<file path="config.mk">
export PLATFORM = sky130hd
export DESIGN_NAME = future_cell_table
export DESIGN_NICKNAME = d
export VERILOG_FILES = /design/src/hw/rtl/fct_pkg.sv /design/src/hw/rtl/future_cell_table.sv
export SDC_FILE = /design/constraint.sdc
export NUM_CORES = 1
export LEC_CHECK = 0
export ABC_AREA = 1
export BUFFER_PORTS_ARGS = -buffer_cell sky130_fd_sc_hd__clkbuf_2
export CORE_ASPECT_RATIO = 1.25
export CORE_MARGIN = 4
export CORE_UTILIZATION = 45
export DETAILED_ROUTE_END_ITERATION = 7
export GPL_ROUTABILITY_DRIVEN = 0
export HOLD_SLACK_MARGIN = 0.06
export PLACE_DENSITY = 0.58
export SETUP_SLACK_MARGIN = 0.02
export SLEW_MARGIN = 30
export SYNTH_ARGS = -nofsm -noshare
export SYNTH_HDL_FRONTEND = slang
export SYNTH_SLANG_ARGS = --single-unit
export TNS_END_PERCENT = 20
</file>
<file path="constraint.sdc">
create_clock -name clk -period 13.5 [get_ports clk]
set_input_delay 2.7 -clock clk [delete_from_list [all_inputs] [get_ports clk]]
set_output_delay 2.7 -clock clk [all_outputs]
set_load 0.01 [all_outputs]
</file>
<file path="src/hw/rtl/fct_pkg.sv">
// Package for the future cell table: command, status and cell state codes,
// field widths and the word stored per cell in the cell memory.
// No dependencies.
package fct_pkg;

	localparam int unsigned CMD_W    = 2;
	localparam int unsigned HANDLE_W = 4;
	localparam int unsigned VALUE_W  = 32;
	localparam int unsigned THREAD_W = 6;
	localparam int unsigned STATUS_W = 2;

	typedef enum logic [CMD_W-1:0] {
		CMD_ALLOC = 2'd0,
		CMD_FREE  = 2'd1,
		CMD_GET   = 2'd2,
		CMD_SET   = 2'd3
	} cmd_t;

	typedef enum logic [STATUS_W-1:0] {
		RES_OK    = 2'd0,
		RES_VALUE = 2'd1,
		RES_WAIT  = 2'd2,
		RES_ERROR = 2'd3
	} res_t;

	typedef enum logic [1:0] {
		CELL_FREE     = 2'd0,
		CELL_ALLOC    = 2'd1,
		CELL_PRODUCED = 2'd2,
		CELL_WAITING  = 2'd3
	} cell_st_t;

	// One memory word per cell: the recorded consumer and the produced value.
	typedef struct packed {
		logic [THREAD_W-1:0] waiter;
		logic [VALUE_W-1:0]  value;
	} cell_word_t;

endpackage

</file>
<file path="src/hw/rtl/future_cell_table.sv">
// Future cell table: top level, holds the cell memory, the cell state flags,
// the round-robin free cell search and the output register.
// Depends on fct_pkg.
//
// Usage: one input channel (in_valid / in_stall) carries a command, handle,
// set_value and requester; one output channel (out_valid / out_stall) carries
// exactly one result item per input item, in order. Alloc claims the next free
// cell after the last one granted; get returns a produced value or records the
// requester as the waiter; set stores a value and releases a waiter; free
// releases a waiter and returns the cell.
// An accepted item waits in the read stage (command fields and rd_q) until the
// output register is free, then moves into the output register, which drives
// out_valid and the result until the receiver takes it.
// The block takes no new item until the last one has left the read stage. The
// cell memory is read at acceptance and written back when the item leaves the
// read stage, and the input stalls while that read-modify-write is in flight.
// Reset (arst_n low) frees every cell and clears the round-robin pointer at
// once; no clearing pass is needed, the block accepts items right after reset.
// When the receiver stalls, the result holds in the output register; a further
// item may be accepted and waits in the read stage until the output frees up.
module future_cell_table
	import fct_pkg::*;
#(
	parameter int unsigned CELLS   = 16,
	parameter int unsigned THREADS = 64
) (
	input  logic                clk,
	input  logic                arst_n,
	input  logic                in_valid,
	output logic                in_stall,
	input  logic [CMD_W-1:0]    command,
	input  logic [HANDLE_W-1:0] handle,
	input  logic [VALUE_W-1:0]  set_value,
	input  logic [THREAD_W-1:0] requester,
	output logic                out_valid,
	input  logic                out_stall,
	output logic [STATUS_W-1:0] status,
	output logic [HANDLE_W-1:0] result_handle,
	output logic [VALUE_W-1:0]  result_value,
	output logic                wake,
	output logic [THREAD_W-1:0] wake_thread,
	output logic [VALUE_W-1:0]  wake_value
);

	localparam int unsigned IDX_W = $clog2(CELLS);

	cell_st_t cell_st_q [CELLS];
	cell_word_t mem_q [CELLS];
	cell_word_t rd_q;
	logic [IDX_W-1:0] last_q;

	logic                valid_s1;
	cmd_t                cmd_s1;
	logic [HANDLE_W-1:0] handle_s1;
	logic [VALUE_W-1:0]  value_s1;
	logic [THREAD_W-1:0] req_s1;

	logic                out_valid_q;
	res_t                status_q;
	logic [HANDLE_W-1:0] rhandle_q;
	logic [VALUE_W-1:0]  rvalue_q;
	logic                wake_q;
	logic [THREAD_W-1:0] wthread_q;
	logic [VALUE_W-1:0]  wvalue_q;

	logic in_fire;
	logic done_s1;

	assign in_stall = valid_s1;
	assign in_fire  = in_valid && !in_stall;
	assign done_s1  = valid_s1 && (!out_valid_q || !out_stall);

	// Round-robin search: lowest free cell above the last grant, else lowest free.
	logic [CELLS-1:0] free_vec;
	logic [CELLS-1:0] upper_vec;
	logic [IDX_W-1:0] alloc_idx;
	logic             alloc_found;

	always_comb begin
		logic found_hi;
		logic [IDX_W-1:0] idx_hi;
		logic [IDX_W-1:0] idx_any;
		found_hi = 1'b0;
		idx_hi = '0;
		idx_any = '0;
		for (int i = CELLS - 1; i >= 0; i--) begin
			free_vec[i] = (cell_st_q[i] == CELL_FREE);
			upper_vec[i] = free_vec[i] && (IDX_W'(i) > last_q);
			if (upper_vec[i]) begin
				idx_hi = IDX_W'(i);
				found_hi = 1'b1;
			end
			if (free_vec[i]) begin
				idx_any = IDX_W'(i);
			end
		end
		alloc_found = |free_vec;
		alloc_idx = found_hi ? idx_hi : idx_any;
	end

	// Read-modify-write of the addressed cell.
	logic [IDX_W-1:0]    idx_s1;
	logic                hbig_s1;
	cell_st_t            cur_st;
	logic                bad_h;
	logic                bad_req;
	res_t                res_c;
	logic [HANDLE_W-1:0] rhandle_c;
	logic [VALUE_W-1:0]  rvalue_c;
	logic                wake_c;
	logic [THREAD_W-1:0] wthread_c;
	logic [VALUE_W-1:0]  wvalue_c;
	logic                st_we;
	logic [IDX_W-1:0]    st_idx;
	cell_st_t            st_new;
	logic                mem_we;
	cell_word_t          mem_wdata;
	logic                last_we;

	always_comb begin
		idx_s1 = IDX_W'(handle_s1);
		hbig_s1 = (32'(handle_s1) >= CELLS);
		cur_st = hbig_s1 ? CELL_FREE : cell_st_q[idx_s1];
		bad_h = (cur_st == CELL_FREE);
		bad_req = (32'(req_s1) >= THREADS);
		res_c = RES_OK;
		rhandle_c = '0;
		rvalue_c = '0;
		wake_c = 1'b0;
		wthread_c = '0;
		wvalue_c = '0;
		st_we = 1'b0;
		st_idx = idx_s1;
		st_new = CELL_FREE;
		mem_we = 1'b0;
		mem_wdata = rd_q;
		last_we = 1'b0;
		unique case (cmd_s1)
			CMD_ALLOC: begin
				if (alloc_found) begin
					st_we = 1'b1;
					st_idx = alloc_idx;
					st_new = CELL_ALLOC;
					last_we = 1'b1;
					rhandle_c = HANDLE_W'(alloc_idx);
				end else begin
					res_c = RES_ERROR;
				end
			end
			CMD_FREE: begin
				if (bad_h) begin
					res_c = RES_ERROR;
				end else begin
					st_we = 1'b1;
					st_new = CELL_FREE;
					if (cur_st == CELL_WAITING) begin
						wake_c = 1'b1;
						wthread_c = rd_q.waiter;
					end
				end
			end
			CMD_GET: begin
				if (bad_h || bad_req) begin
					res_c = RES_ERROR;
				end else if (cur_st == CELL_PRODUCED) begin
					res_c = RES_VALUE;
					rvalue_c = rd_q.value;
				end else if (cur_st == CELL_ALLOC) begin
					res_c = RES_WAIT;
					st_we = 1'b1;
					st_new = CELL_WAITING;
					mem_we = 1'b1;
					mem_wdata.waiter = req_s1;
				end
			end
			CMD_SET: begin
				// A set on a bad handle is dropped and still answers ok.
				if (!bad_h) begin
					st_we = 1'b1;
					st_new = CELL_PRODUCED;
					mem_we = 1'b1;
					mem_wdata.value = value_s1;
					if (cur_st == CELL_WAITING) begin
						wake_c = 1'b1;
						wthread_c = rd_q.waiter;
						wvalue_c = value_s1;
					end
				end
			end
			default: begin
				res_c = RES_ERROR;
			end
		endcase
	end

	// Cell memory: read at acceptance, written back when the item completes.
	always_ff @(posedge clk) begin
		if (in_fire) begin
			rd_q <= mem_q[IDX_W'(handle)];
		end
	end

	always_ff @(posedge clk) begin
		if (done_s1 && mem_we) begin
			mem_q[idx_s1] <= mem_wdata;
		end
	end

	always_ff @(posedge clk or negedge arst_n) begin
		if (!arst_n) begin
			for (int i = 0; i < CELLS; i++) begin
				cell_st_q[i] <= CELL_FREE;
			end
			last_q <= '0;
		end else if (done_s1) begin
			if (st_we) begin
				cell_st_q[st_idx] <= st_new;
			end
			if (last_we) begin
				last_q <= alloc_idx;
			end
		end
	end

	always_ff @(posedge clk or negedge arst_n) begin
		if (!arst_n) begin
			valid_s1 <= 1'b0;
		end else if (in_fire) begin
			valid_s1 <= 1'b1;
		end else if (done_s1) begin
			valid_s1 <= 1'b0;
		end
	end

	always_ff @(posedge clk) begin
		if (in_fire) begin
			cmd_s1 <= cmd_t'(command);
			handle_s1 <= handle;
			value_s1 <= set_value;
			req_s1 <= requester;
		end
	end

	always_ff @(posedge clk or negedge arst_n) begin
		if (!arst_n) begin
			out_valid_q <= 1'b0;
		end else if (done_s1) begin
			out_valid_q <= 1'b1;
		end else if (!out_stall) begin
			out_valid_q <= 1'b0;
		end
	end

	always_ff @(posedge clk) begin
		if (done_s1) begin
			status_q <= res_c;
			rhandle_q <= rhandle_c;
			rvalue_q <= rvalue_c;
			wake_q <= wake_c;
			wthread_q <= wthread_c;
			wvalue_q <= wvalue_c;
		end
	end

	assign out_valid     = out_valid_q;
	assign status        = status_q;
	assign result_handle = rhandle_q;
	assign result_value  = rvalue_q;
	assign wake          = wake_q;
	assign wake_thread   = wthread_q;
	assign wake_value    = wvalue_q;

	// A successful alloc leaves the granted cell allocated and the pointer on it.
	a_alloc_claims: assert property (@(posedge clk) disable iff (!arst_n)
		done_s1 && cmd_s1 == CMD_ALLOC && alloc_found
		|=> cell_st_q[$past(alloc_idx)] == CELL_ALLOC && last_q == $past(alloc_idx))
		else $error("alloc did not claim the granted cell");

	a_wake_cmd: assert property (@(posedge clk) disable iff (!arst_n)
		done_s1 && wake_c |-> cmd_s1 == CMD_FREE || cmd_s1 == CMD_SET)
		else $error("wake raised by a command that cannot release a waiter");

	a_value_get: assert property (@(posedge clk) disable iff (!arst_n)
		done_s1 && res_c == RES_VALUE |-> cmd_s1 == CMD_GET && cur_st == CELL_PRODUCED)
		else $error("value returned from a cell that is not produced");

	a_handle_alloc: assert property (@(posedge clk) disable iff (!arst_n)
		done_s1 && cmd_s1 != CMD_ALLOC |-> rhandle_c == '0)
		else $error("result handle set by a command other than alloc");

	a_one_item: assert property (@(posedge clk) disable iff (!arst_n)
		valid_s1 && !done_s1 |=> valid_s1 && $stable(handle_s1) && $stable(rd_q))
		else $error("item in the read stage lost while the output was stalled");

endmodule

</file>
# [Yosys cells after proc, flatten, opt, wreduce, memory -nomap -nowiden]
# Memories as Yosys holds them, arrays and structs flattened. A register that Yosys moved wholly into a read port is not among the register bits.
# Cells that the tools add are included.
[word_totals] reg_bits=159 mem_bits_rw=608 in_bits=48 output_inout_bits=79 elab_cells=205 n_memories=1
[op_classes] n_lt_le_gt_ge=19 n_eq_ne=7 n_mux=90 bitwise=7 n_reduce_logical=52
[memory_table] memory="mem_q" depth=16 word_bits=38 read_ports=1 rd_ports_with_merged_regs=1 write_ports=1 line="future_cell_table.sv:48" source="cell_word_t mem_q [CELLS];"
[ops] op="$mux 4" count=35
[ops] op="$mux 32" count=2
[ops] op="$logic_not 2->1" count=18
[ops] op="$bwmux 32" count=1
[ops] op="$gt 4x4->1 const A" count=8
[ops] op="$mux 1" count=30
[ops] op="$mux 2" count=12
[ops] op="$mux 6" count=4
[ops] op="$logic_and 1x1->1" count=20
[ops] op="$gt 3x4->1 const A" count=4
[ops] op="$reduce_or 16->1" count=1
[ops] op="$ge 5x5->1 const B" count=2
[ops] op="$not 4->5" count=2
[ops] op="$reduce_or 3->1" count=3
[ops] op="$bmux 2 s4" count=1
[ops] op="$demux 2 s4" count=1
[ops] op="$eq 2x2->1 const B" count=4
[ops] op="$gt 1x4->1 const A" count=2
[ops] op="$gt 2x4->1 const A" count=2
[ops] op="$pmux 2 s4" count=1
[ops] op="$pmux 2 s3" count=1
[ops] op="$reduce_and 2->1" count=3
[ops] op="$lt 5x1->1 const B" count=1
[ops] op="$not 1->1" count=5
[ops] op="other kinds (8)" count=12

# [Longest topological paths before layout]
[logic_depth] depth_word=27 depth_mapped=23 depth_no_buf=23

# [Least setup slack after synthesis]
# Ideal clock, no wire load.
[synth_timing] path_kind="input-to-reg" start="input out_stall" end="memory mem_q[11][0] (netlist name) (enable)" setup_time_ns=0.433 arrival_ns=6.636 t_required_ns=13.067 setup_slack_ns=6.431 stages=7 n_path_buf=0 cell_sequence="nand2_1 -> nand2_1 -> inv_1 -> nand2_1 -> nor3_2 -> inv_2 -> nor2_1"
[synth_via] elab_chain_cells=6
[synth_lines] element="start: declaration" line="future_cell_table.sv:36" source="input logic out_stall,"
[synth_lines] element="$logic_not 1->1"
[synth_lines] element="$logic_or 1x1->1" line="future_cell_table.sv:71" source="assign done_s1 = valid_s1 && (!out_valid_q || !out_stall);"
[synth_lines] element="$logic_and 1x1->1" line="future_cell_table.sv:71"
[synth_lines] element="named net done_s1" line="future_cell_table.sv:67" source="logic done_s1;"
[synth_lines] element="$logic_and 1x1->1" line="future_cell_table.sv:204" source="if (done_s1 && mem_we) begin"
[synth_lines] element="$mux 1" line="future_cell_table.sv:204"
[synth_lines] element="$mux 1 (implied by the code)" line="future_cell_table.sv:205" source="mem_q[idx_s1] <= mem_wdata;"
[synth_lines] element="end: declaration" line="future_cell_table.sv:48"
# The timed path passes the listed nets, and every way through them passes these cells.

==> summary.txt <==
Clock network
  • CTS Sinks: roughly 810
  • Post-CTS Setup Inserts: 0
  • CTS tree: yes
  • Skew-Pair Late Insertion Delay: 0.63 ns
  • Clock-pin slew on the worst setup and hold paths: 0.06 ns
  • Max H-tree Level: 3
  • Root Driver: clkbuf_16
  • Post-CTS Hold Buffers: 0
  • # resized after CTS: 0
  • CTS Buf Count: slightly above 80
  • Max Buffers Root-to-Sink: 3

Die
  • Die footprint: slightly below 80000 um^2
  • Die W: about 250 um
  • Initial core utilization: a little under half
  • Row count: 110
  • I/O pin count: ~130
  • CORE AREA: between 70000 and 80000 um^2
  • Overall die height: just over 300 um

Place
  • Post-DP HPWL: 43100 um
  • Port bufs: between 100 and 150
  • Placed Cells: roughly 3.5k

Timing
  • Fin crit period: between 4 and 5 ns
  • Setup_tns: 0 ns
  • Achievable frequency: between 200 and 250 MHz
  • RSZ-0062 raised after global routing: no
  • Clock Skews: 0.0271 ns
  • Max-slew violation count: 0
  • Slew HR: 24.2%
  • Final hold violations: 0
  • Tightest Pin Transition: 1.14 ns
  • Final hold slack: around 0.47 ns
  • Final setup viols: 0
  • Final worst-path cycle share: 36.8%

Finish
  • Layout Cells excl Fill: ~3.6k
  • Layout cell share with drive strength beyond 1: roughly 14%
  • Commonest non-fill, non-tap cells in the layout: edfxtp_1 (767), inv_1 (288), o21ai_0 (236), nand2_1 (230), a21oi_1 (159)
  • Post-layout net count: 2653
  • Filler cells: 6126
  • Register area: around 24000 um^2
  • Area of the multi-input gates: between 7000 and 8000 um^2
  • Area Overhead vs Synth: 14.2%
  • Core Util, Final: approximately half
  • Ant. Diodes: 0
  • Most common cell after layout, fill and taps aside: edfxtp_1

Run
  • # Max-Cap Violations: 0

Yosys
  • Yosys warns: 0
  • Mapped Area: roughly 33000 um^2
  • Mean post-synth cell area: 13.3 um^2
  • Asr flop ratio synth: 4.72%
  • Syn Inst Count: between 2k and 2.5k
  • Register bit total from synthesis: approximately 800
  • Top_reg_cell synth: edfxtp_1
  • Cell taking the most area after synthesis: edfxtp_1
  • Count of cell types in the netlist: 40
  • Syn nets: about 2.5k
  • Yosys top cell area share: approximately 70%
  • Post-synth EDFFs: 767
  • Largest cells by area after synthesis: edfxtp_1 (70%), mux2i_1 (4.6%), o21ai_0 (3.6%)
  • Post-synthesis sequential area ratio: about three quarters

Worst setup path
  • Worst Path Required: roughly 14 ns
  • Arr. time, crit path: approximately 5.3 ns
  • Crit-path max cell delay: 1.00 ns
  • WP buf/inv: 4
  • Critical-path cell list: clkbuf_2 > buf_4 > clkinv_1 > buf_4 > o211ai_1 > nand2_1
  • CP startpoint: handle[3]
  • CP max stage cell: clkinv_1
  • CP Capture Type: register
  • Worst r2r path cells: 16
  • Crit-path max FO: 40
  • CP delay by family, top: buffers and inverters
  • FF-to-FF Start: handle_s1[0]
  • Crit path depth: 6
  • Setup CP Type: in2reg
  • Most common cell type on the critical path: buf_4
  • Worst setup SP type: primary input

Power
  • Leakage: 14.1 nW
  • Maximum vdd drop: between 100 and 150 uV
  • PwrDens: approximately 170 nW/um^2
  • Power, Total: between 0.006 and 0.007 W

Min path
  • Hold path start: cell_st_q[13]
  • Worst Hold Class: reg2reg
  • Worst hold stages: 2

Detailed routing
  • Routed Antenna Nets: 0
  • Vias post-DR: about 20k
  • Drt drc: 0
  • Routed length per placed instance: 22.4 um
  • Drt initial violations: roughly 1.8k
  • Drt pass-1 iters: 7
  • Via/cell ratio: 5.50
  • Drt total wl: ~80000 um

GRT
  • Total global-route track usage: 20.7%
  • Vias in the first global route: between 15k and 20k
  • Pin count of the biggest net entering global routing: 185
  • Grt total ovfl: 0
  • Initial antenna violation count: 1
  • First-pass GRT wire length: between 100000 and 150000 um

Outcome
  • Status: finished clean
worst paths after layout:
kind / to / slack (ns)
max: rd_q[35] / 8.53
min: cell_st_q[13] / 0.47
max reg2reg: mem_q[8][7] / 8.93
min reg2reg: cell_st_q[13] / 0.47
max in group asynchronous: cell_st_q[18] / 10.99
min in group asynchronous: cell_st_q[11] / 2.11
layout make-up:
cell class	count	share of cell area, %
Tap cell	952	3.18
Sequential cell	805	64.1
Timing Repair Buffer	196	3.19
Clock buffer	105	5.94
Multi-Input combinational cell	1214	19.3
Clock inverter	44	1.23
Inverter	305	3.10
per-stage QoR:
step	setup slack, ns	area (um^2)
2_1_floorplan	6.43	32800
3_3_place_gp	7.96	34700
3_5_place_dp	7.87	34700
4_1_cts	8.53	37400
5_1_grt	8.31	37400
6_report	8.53	37400
Yosys cell counts (2+ instances only):
| library cell | instances |
|---|---|
| edfxtp_1 | 767 |
| inv_1 | 291 |
| o21ai_0 | 237 |
| nand2_1 | 231 |
| a21oi_1 | 159 |
| o211ai_1 | 153 |
| mux2i_1 | 152 |
| nor2_1 | 123 |
| clkbuf_1 | 90 |
| nand3_1 | 74 |
| dfrtp_1 | 38 |
| nand4_1 | 33 |
| buf_2 | 23 |
| buf_1 | 12 |
| inv_2 | 9 |
| nor2_8 | 6 |
| nor2_2 | 5 |
| nor2_4 | 5 |
| nand2_2 | 4 |
| nand3_2 | 4 |
| o21ai_1 | 4 |
| o21ai_2 | 4 |
| buf_4 | 3 |
| buf_6 | 3 |
| clkinv_1 | 3 |
| a22o_1 | 2 |
| a31oi_1 | 2 |
| nand2_4 | 2 |
| nor3_1 | 2 |
| o211ai_2 | 2 |
| o22ai_1 | 2 |
| or2_2 | 2 |
worst min-delay path: cells and delay by family (launching register included):
family / cells / cell delay (ns)
DFF: 1 / 0.34
and+or+nand+nor: 2 / 0.11
layer usage:
metal  wire length [um]  global-route usage (%)  share of wire [%]
met1              35100                    27.9                 43
met2              39700                    35.2                 49
met3               4190                    2.67                5.2
met4               2150                    6.85                2.6
met5                  0                       0                  0
sequential cells by signal (all words and copies together) (netlist names):
| register | flops |
|---|---|
| wake_value | 32 |
| rd_q | 38 |
| status | 2 |
| wake_thread | 6 |
| handle_s1 | 4 |
| req_s1 | 6 |
| last_q | 4 |
| result_handle | 4 |
| in_stall | 1 |
| mem_q | 608 |
| cmd_s1 | 2 |
| value_s1 | 32 |
| wake | 1 |
| cell_st_q | 32 |
| out_valid | 1 |
| result_value | 32 |
power breakdown:
group	leakage [nW]	internal (W)	total, W	switching [W]
logic	5.27	0.000221	0.000822	0.000601
clock network	1.31	0.00134	0.00227	0.000935
registers	7.52	0.00302	0.00309	0.0000776
total	14.1	0.00457	0.00619	0.00161
cells by family after synthesis:
group	share of synthesized area [%]
multiplexers	4.64
AND/OR/NAND/NOR	6.98
buffers and inverters	5.21
flip-flops	73.2
AO/OA/AOI/OAI	9.98
No activity file was read; power rests on OpenSTA's default activity.
